`config.mk`:
```
export PLATFORM = sky130hd
export DESIGN_NAME = ltfs_ctrl
export DESIGN_NICKNAME = d
export VERILOG_FILES = /design/src/rtl/core/ltfs_pkg.sv /design/src/rtl/core/ltfs_ctrl.sv
export SDC_FILE = /design/constraint.sdc
export NUM_CORES = 1
export LEC_CHECK = 0
export BUFFER_PORTS_ARGS = -buffer_cell sky130_fd_sc_hd__buf_2
export CAP_MARGIN = 20
export CORE_AREA = 2 2 39 41
export CTS_CLUSTER_DIAMETER = 60
export DETAILED_ROUTE_END_ITERATION = 10
export DIE_AREA = 0 0 41 43
export HOLD_SLACK_MARGIN = 0.03
export PLACE_DENSITY_LB_ADDON = 0.3
export SLEW_MARGIN = 20
export SYNTH_ARGS = -nofsm -noshare
export SYNTH_HDL_FRONTEND = slang
export SYNTH_SLANG_ARGS = --single-unit
```
`constraint.sdc`:
```
create_clock -name clk -period 1.68 [get_ports clk]
set_input_delay 0.168 -clock clk [delete_from_list [all_inputs] [get_ports clk]]
set_output_delay 0.168 -clock clk [all_outputs]
set_load 0.02 [all_outputs]
```
`src/rtl/core/ltfs_pkg.sv`:
```
// shared types, codes and default sizes for the led twinkle fade sequencer
// used by the controller, the datapath and the top level; no dependencies
package ltfs_pkg;

	localparam int LTFS_CHANNELS     = 48;
	localparam int LTFS_ACTIVE_SLOTS = 16;
	localparam int LTFS_TABLE_DEPTH  = 256;
	localparam int LTFS_TABLE_COUNT  = 3;

	localparam logic [15:0] LTFS_BLANK = 16'h0000;

	localparam logic [7:0] LTFS_TABLE0_LEN_RST = 8'd60;
	localparam logic [7:0] LTFS_TABLE1_LEN_RST = 8'd90;
	localparam logic [7:0] LTFS_TABLE2_LEN_RST = 8'd120;

	typedef enum logic [1:0] {
		MODE_LOAD  = 2'd0,
		MODE_SETUP = 2'd1,
		MODE_STEP  = 2'd2,
		MODE_NONE  = 2'd3
	} mode_t;

	typedef enum logic [1:0] {
		REG_TABLE0_LENGTH = 2'd0,
		REG_TABLE1_LENGTH = 2'd1,
		REG_TABLE2_LENGTH = 2'd2
	} reg_idx_t;

	typedef enum logic [2:0] {
		ST_READY   = 3'd0,
		ST_DELAY   = 3'd1,
		ST_FADEIN  = 3'd2,
		ST_HOLD    = 3'd3,
		ST_FADEOUT = 3'd4,
		ST_DONE    = 3'd5
	} stage_t;

	typedef struct packed {
		stage_t      stage;
		logic [7:0]  delay;
		logic [6:0]  hold;
		logic [1:0]  in_sel;
		logic [1:0]  out_sel;
		logic [7:0]  level;
	} rec_t;

	localparam int REC_W = $bits(rec_t);

	typedef struct packed {
		logic cap;
		logic rrec;
		logic exec;
		logic load;
	} cmd_t;

	typedef struct packed {
		mode_t mode;
	} stat_t;

endpackage

```
`src/rtl/core/ltfs_ctrl.sv`:
```
// controller state machine: input and output handshakes, datapath commands
// depends on ltfs_pkg
module ltfs_ctrl (
	input  logic           clk,
	input  logic           arst_n,
	input  logic           in_valid,
	output logic           in_ready,
	output logic           out_valid,
	input  logic           out_ready,
	output ltfs_pkg::cmd_t cmd,
	input  ltfs_pkg::stat_t stat
);
	import ltfs_pkg::*;

	typedef enum logic [1:0] {
		S_IDLE,
		S_RREC,
		S_EXEC,
		S_DONE
	} state_t;

	state_t state_q;
	logic   out_valid_q;
	logic   out_free;

	assign out_free  = !out_valid_q || out_ready;
	assign in_ready  = (state_q == S_IDLE);
	assign out_valid = out_valid_q;

	assign cmd.cap  = (state_q == S_IDLE) && in_valid;
	assign cmd.rrec = (state_q == S_RREC);
	assign cmd.exec = (state_q == S_EXEC);
	assign cmd.load = (state_q == S_DONE) && out_free;

	always_ff @(posedge clk or negedge arst_n) begin
		if (!arst_n) begin
			state_q     <= S_IDLE;
			out_valid_q <= 1'b0;
		end else begin
			if (cmd.load) begin
				out_valid_q <= 1'b1;
			end else if (out_valid_q && out_ready) begin
				out_valid_q <= 1'b0;
			end
			unique case (state_q)
				S_IDLE: begin
					if (in_valid) begin
						state_q <= S_RREC;
					end
				end
				S_RREC: begin
					state_q <= (stat.mode == MODE_STEP) ? S_EXEC : S_DONE;
				end
				S_EXEC: begin
					state_q <= S_DONE;
				end
				S_DONE: begin
					if (out_free) begin
						state_q <= S_IDLE;
					end
				end
				default: begin
					state_q <= S_IDLE;
				end
			endcase
		end
	end

	a_accept_to_read: assert property (@(posedge clk) disable iff (!arst_n)
		in_valid && in_ready |=> state_q == S_RREC)
		else $error("accepted transaction did not start a record read");

	a_exec_after_read: assert property (@(posedge clk) disable iff (!arst_n)
		state_q == S_EXEC |-> $past(state_q) == S_RREC)
		else $error("update step without preceding record read");

	a_result_loaded: assert property (@(posedge clk) disable iff (!arst_n)
		state_q == S_DONE && !out_valid_q |=> out_valid_q && state_q == S_IDLE)
		else $error("finished result not placed in output register");

	a_result_held: assert property (@(posedge clk) disable iff (!arst_n)
		out_valid_q && !out_ready |=> out_valid_q)
		else $error("pending result dropped before its transaction");

endmodule

```
## Word-level counts from Yosys, hierarchy flattened

Cells that the tools add are included.

| word-level totals | value |
|---|---|
| register bits | 3 |
| bits of input ports | 6 |
| output and inout port bits | 6 |
| word-level logic and storage cells | 22 |

| operators by class | value |
|---|---|
| eq/ne operators | 6 |
| mux-type cells | 6 |
| reduce and logical (&&, ||, !) cells | 8 |

Operator list:

| kind | number |
|---|---|
| case mux 2 bit (4 select lines) | 1 |
| == test 2 bit, second input constant | 3 |
| two-way mux 2 bit | 2 |
| inequality test 2 bit, second input constant | 2 |
| logical AND 1 bit | 3 |
| two-way mux 1 bit | 3 |
| == test 2 x 1 -> 1 bit, second input constant | 1 |
| logical NOT 2 bit | 1 |
| AND reduction 2 bit | 1 |
| nonzero test 2 bit | 1 |
| logical NOT 1 bit | 1 |
| logical OR 1 bit | 1 |

## Depth between registers and ports, before layout

Gate-level depths: netlist of run 1.

| depth | value |
|---|---|
| word-level depth | 4 |
| gate-level depth with buffers | 5 |
| gate-level depth less buffers | 5 |

## Worst setup path after synthesis of run 1

OpenSTA, ideal clock, no wires.

| timing path | value |
|---|---|
| kind | flip-flop to flip-flop |
| start | register state_q[0] |
| end | register state_q[0] |
| library setup time | 0.140 ns |
| arrival | 1.171 ns |
| required time | 1.540 ns |
| setup slack | 0.369 ns |
| stages on the path, launching flop included | 6 |
| buffers on the path | 0 |
| period minus slack after synthesis | 1.311 ns |
| cells stage by stage | dfrtp_1 > inv_1 > ha_1 > or2_0 > a31oi_1 > a41oi_1 |

| between the ends | value |
|---|---|
| cells in the longest elaborated chain, start to end | 3 |
| elaborated cells between the ends (all ways) | 8 |
| those cells by class | 5 x eq/ne; 1 x mux; 2 x reduce/logical |

Ends and longest elaborated chain:

| item | RTL line | RTL |
|---|---|---|
| start, declared | ltfs_ctrl.sv:22 | `state_t state_q;` |
| start signal, assigned | ltfs_ctrl.sv:52 | `state_q <= (stat.mode == MODE_STEP) ? S_EXEC : S_DONE;` |
| logical NOT 2 bit (*) | - |  |
| named net in_ready | ltfs_ctrl.sv:7 | `output logic in_ready,` |
| inequality test 2 bit (no line) | - |  |
| AND reduction 2 bit (no line) | - |  |

Mark *: on every way through the listed nets, which the timed path passes. The rest lies on a longest branch.
A chain may end at the register's enable or synchronous reset.

==> impl_metrics.json, run 1 <==
{
  "grt_max_degree": 6,
  "postSynthAreaPerCell_um2": 10.1,
  "crit_fanout": 5,
  "setup_viol": 0,
  "drtPass1Iterations": 4,
  "synth_area_um2": 233,
  "root_buffer": "clkbuf_4",
  "placed_cell_area_um2": 308,
  "final_common_cell": "buf_2",
  "drt-initial-drc-count": 5,
  "finalSetupTns_ns": 0,
  "fp-row-count": 14,
  "grt_pass1_vias": 179,
  "clock_latency_ns": 0.24,
  "gp_congestion": 0.741,
  "cts_buffers": 3,
  "ios": 12,
  "power_leakage_nw": 0.197,
  "multi_input_area_um2": 143,
  "layout.cells.non_filler": 55,
  "antenna_found_initial": 0,
  "yosysSeqAreaShare_pct": 32.3,
  "seqCellArea_um2": 75.1,
  "report.power.total_mw": 0.670,
  "cts_max_path_buffers": 2,
  "detailedPlace.worstSlack_ns": 0.376,
  "finalWirelength_um": 492,
  "cp_data_required_time_ns": 1.51,
  "core_area_mm2": 0.00138,
  "crit_type": "reg -> out",
  "min_period_over_period_pct": 88.0,
  "layout_setup_ws_ns": 0.201,
  "clk_pin_slew_ns": 0.04,
  "die_x_um": 41,
  "finalHoldViolCount": 0,
  "hold_ws_ns": 0.224,
  "ir_worst_vdd_mv": 0.607,
  "tightest_slew_ns": 0.168,
  "synthCells": 23,
  "cts_tree": "built",
  "ys_warn_count": 0,
  "drive_gt1_share_pct": 43.6,
  "ant_nets": 0,
  "vias": 211,
  "period_minus_slack_ns": 1.48,
  "cp-end-kind": "primary output",
  "fmax_mhz": 676,
  "power_density_mw_per_mm2": 1950,
  "remaining_drc_errors": 0,
  "hp-class": "in -> reg",
  "grt_overflow": 0,
  "slew-limit-headroom_pct": 88.7,
  "dpl.cell_count": 50,
  "wire_per_inst_um": 8.95,
  "syn-num-nets": 33,
  "slew_violations": 0,
  "cap_viol_max_count": 0,
  "grtUsageTotal_pct": 6.93,
  "diodes": 0,
  "final_util_pct": 24.9,
  "status": "completed",
  "syn2layout_area_growth_pct": 47.8,
  "htreeDepth": 1,
  "stdcell_area_um2": 344,
  "die-area_mm2": 0.00176,
  "grt_pass1_wl_um": 800,
  "post-cts-setup-buffers": 0,
  "cts_sinks": 3,
  "start_util_pct": 16.8,
  "synth_cell_type_count": 13,
  "vias_per_cell": 3.84,
  "dpl.hpwl_um": 373,
  "die_h_um": 43,
  "port_buffers": 11,
  "rsz0062_at_grt": "no",
  "cp-start-kind": "flip-flop",
  "finalNetCount": 50,
  "fillers": 154,
  "layout_common_cells": "buf_2 (11), inv_1 (4), ha_1 (4)",
  "synth_seq_cells": 3,
  "crit_arrival_ns": 1.31,
  "clock_skew_ns": 0.00203
}
path summary, 6_finish.rpt:
kind	cells past startpoint	from	end	slack [ns]
max reg2reg	5	state_q[0]	state_q[0]	0.38
min reg2reg	1	state_q[0]	state_q[0]	0.57
max in group asynchronous	2	arst_n	out_valid	1.31
min in group asynchronous	2	arst_n	state_q[0]	0.27
min	3	out_ready	out_valid	0.22
max	4	state_q[0]	cmd[3]	0.20
flip-flops by register name, summed over array words and instances, names as in the netlist:
signal and cells:
state_q 2, out_valid 1
cells by family (layout without fill, tap and decap cells):
family	Yosys count	count (layout)	share of synthesized area, %
AOI/OAI and AO/OA	5	5	14.5
adders and majority gates	4	4	21.5
buffers and inverters	4	20	6.45
DFF	3	3	32.3
and+or+nand+nor	7	7	25.3
cell usage after synthesis, drive strengths merged:
master	number	area (um^2)
a41oi	1	8.76
a31o	1	8.76
a31oi	1	6.26
or2	1	6.26
dfrtp	3	75.1
ha	4	50.1
o21ai	1	5.00
nand3b	1	20.0
and2	2	13.8
inv	4	15.0
nand2b	3	18.8
a21oi	1	5.00
critical path, cell delays in order (launching register included):
cell	delay, ns
dfrtp_1	0.41
inv_1	0.08
ha_1	0.25
and2_2	0.18
buf_2	0.15
metal layers:
metal / vias to the layer above / share of wire, % / global-route usage, %
li1: 108 / - / -
met4: 0 / 0 / 2.00
met1: 90 / 53 / 10.0
met3: 0 / 12 / 4.71
met2: 13 / 34 / 8.13
met5: - / 0 / 0
cell type report:
| class | instances | area share [%] |
|---|---|---|
| tap | 16 | 5.82 |
| multi-input combinational | 16 | 41.5 |
| timing repair buffer | 12 | 18.9 |
| sequential | 3 | 21.8 |
| clock buffer | 4 | 7.64 |
| inverter | 4 | 4.36 |
report_power, final:
part	internal [mW]	total, mW	switching [mW]
clock network	0.0893	0.131	0.0414
registers	0.113	0.159	0.0462
logic	0.160	0.381	0.220
total	0.362	0.670	0.308
repair_timing:
action,CTS,global route
hold endpoints to repair,3,0
resized for setup,0,0
hold buffers,1,0
Note: power is estimated with default switching activity, not from simulation.
==> run 2, diff against run 1 <==
Settings changed: CTS_BUF_LIST set to sky130_fd_sc_hd__clkbuf_8.
==> run 2 against run 1 <==
Via count is 0.95% lower. Critical path type unchanged. Clock skew is 0.00094 ns lower. Sequential share of layout area is 1.1 points lower. Largest cell class unchanged. Highest routed layer unchanged. Total power is 11% higher. Non-clock buffer count stayed put. Combinational power hardly changed.
==> impl_metrics.json, run 2 (same netlist as run 1, synthesis figures left out) <==
{
  "cap_viol_max_count": 0,
  "multi_input_area_um2": 143,
  "slowest_delay_ns": 0.41,
  "stdcell_area_um2": 363,
  "top_usage_layer": "met1",
  "crit_arrival_ns": 1.28,
  "power_frac_comb_pct": 51.4,
  "setup_viol": 0,
  "layout_common_cells": "buf_2 (11), inv_1 (5), ha_1 (4)",
  "wire_per_inst_um": 8.87,
  "htreeDepth": 1,
  "use_met3_pct": 4.71,
  "final_common_cell": "buf_2",
  "crit_family": "flip-flops",
  "grtUsageTotal_pct": 6.93,
  "fillers": 152,
  "ant_nets": 0,
  "cts_max_path_buffers": 2,
  "min_period_over_period_pct": 86.4,
  "worstPathCellList": "inv_1, ha_1, and2_2, buf_2",
  "power_leakage_nw": 0.209,
  "grt_pass1_wl_um": 800,
  "gp_congestion": 0.741,
  "largest_reg_flops": 2,
  "cts_sinks": 3,
  "seqCellArea_um2": 75.1,
  "final_util_pct": 26.2,
  "drt-initial-drc-count": 7,
  "cp-start-kind": "flip-flop",
  "report.power.total_mw": 0.741,
  "crit_type": "reg -> out",
  "placed_cell_area_um2": 308,
  "status": "completed",
  "grt_max_degree": 6,
  "dpl.hpwl_um": 373,
  "fp-row-count": 14,
  "slew-limit-headroom_pct": 88.7,
  "start_util_pct": 16.8,
  "grt_pass1_vias": 179,
  "power.internal_mw": 0.429,
  "largest_register": "state_q",
  "finalNetCount": 50,
  "root_buffer": "clkbuf_8",
  "ctsResizeCount": 0,
  "power_frac_seq_pct": 21.5,
  "grtUsageMet2_pct": 8.13,
  "diodes": 0,
  "cp_data_required_time_ns": 1.51,
  "antenna_found_initial": 0,
  "die_x_um": 41,
  "vias": 209,
  "cts_tree": "built",
  "vias_per_cell": 3.80,
  "grt_overflow": 0,
  "clock_latency_ns": 0.21,
  "hp-class": "in -> reg",
  "power_density_mw_per_mm2": 2040,
  "drive_gt1_share_pct": 43.6,
  "finalWirelength_um": 488,
  "fmax_mhz": 689,
  "tightest_slew_ns": 0.168,
  "finalHoldViolCount": 0,
  "die-area_mm2": 0.00176,
  "finalSetupTns_ns": 0,
  "met1_usage_pct": 10.0,
  "cts_buffers": 3,
  "port_buffers": 11,
  "cp_slowest_cell": "dfrtp_1",
  "p_sw_mw": 0.313,
  "rsz0062_at_grt": "no",
  "ir_worst_vdd_mv": 0.607,
  "syn2layout_area_growth_pct": 55.9,
  "clock_power_share_pct": 27.2,
  "cp-end-kind": "primary output",
  "slew_violations": 0,
  "clk_pin_slew_ns": 0.03,
  "swShare_pct": 42.2,
  "drtPass1Iterations": 4,
  "clock_skew_ns": 0.00109,
  "remaining_drc_errors": 0,
  "core_area_mm2": 0.00138,
  "crit_fanout": 5,
  "path_buf_inv": 2,
  "ios": 12,
  "die_h_um": 43,
  "period_minus_slack_ns": 1.45
}
run 2: layer usage:
metal / routed length (um) / vias up
met4: 0 / 0
li1: - / 108
met5: 0 / -
met2: 162 / 14
met1: 252 / 87
met3: 73 / 0
run 2: final timing paths:
path	slack, ns	to	cells after the start	from
max	0.23	cmd[3]	4	state_q[0]
min	0.25	out_valid	3	out_ready
max reg2reg	0.38	state_q[0]	5	state_q[0]
min reg2reg	0.57	state_q[0]	1	state_q[0]
max in group asynchronous	1.28	state_q[1]	2	arst_n
min in group asynchronous	0.29	out_valid	2	arst_n
run 2: per-stage QoR:
stage	hold slack [ns]	worst slack, ns	std cells
finish	0.247	0.228	55
global route	0.275	0.139	55
CTS	0.248	0.215	55
detailed placement	-0.0332	0.376	50
global placement	-0.0327	0.369	50
floorplan	-0.128	0.369	23
run 2: tightest hold or removal path, stage by stage:
cell and delay [ns]:
buf_2 0.08, nand2b_1 0.11, nand2b_1 0.06
run 2: final cells by class:
cell class,count,share of cell area (%)
inverters,4,4.14
clock inverters,1,1.03
flip-flops and latches,3,20.7
well taps,16,5.52
repair buffers,12,17.9
clock buffers,3,11.4
multi-input cells,16,39.3
run 2: what timing repair did:
| action | CTS | global route |
|---|---|---|
| endpoints found under the hold margin | 3 | 0 |
| buffers inserted | 0 | 0 |
| hold buffers | 1 | 0 |
run 2: power by group through the flow:
| stage | Combinational (mW) | Sequential [mW] | Clock, mW |
|---|---|---|---|
| 2_1_floorplan | 0.275 | 0.164 | 0 |
| 3_3_place_gp | 0.382 | 0.162 | 0 |
| 3_5_place_dp | 0.374 | 0.162 | 0 |
| 4_1_cts | 0.383 | 0.161 | 0.208 |
| 5_1_grt | 0.425 | 0.169 | 0.215 |
| 6_report | 0.381 | 0.159 | 0.201 |
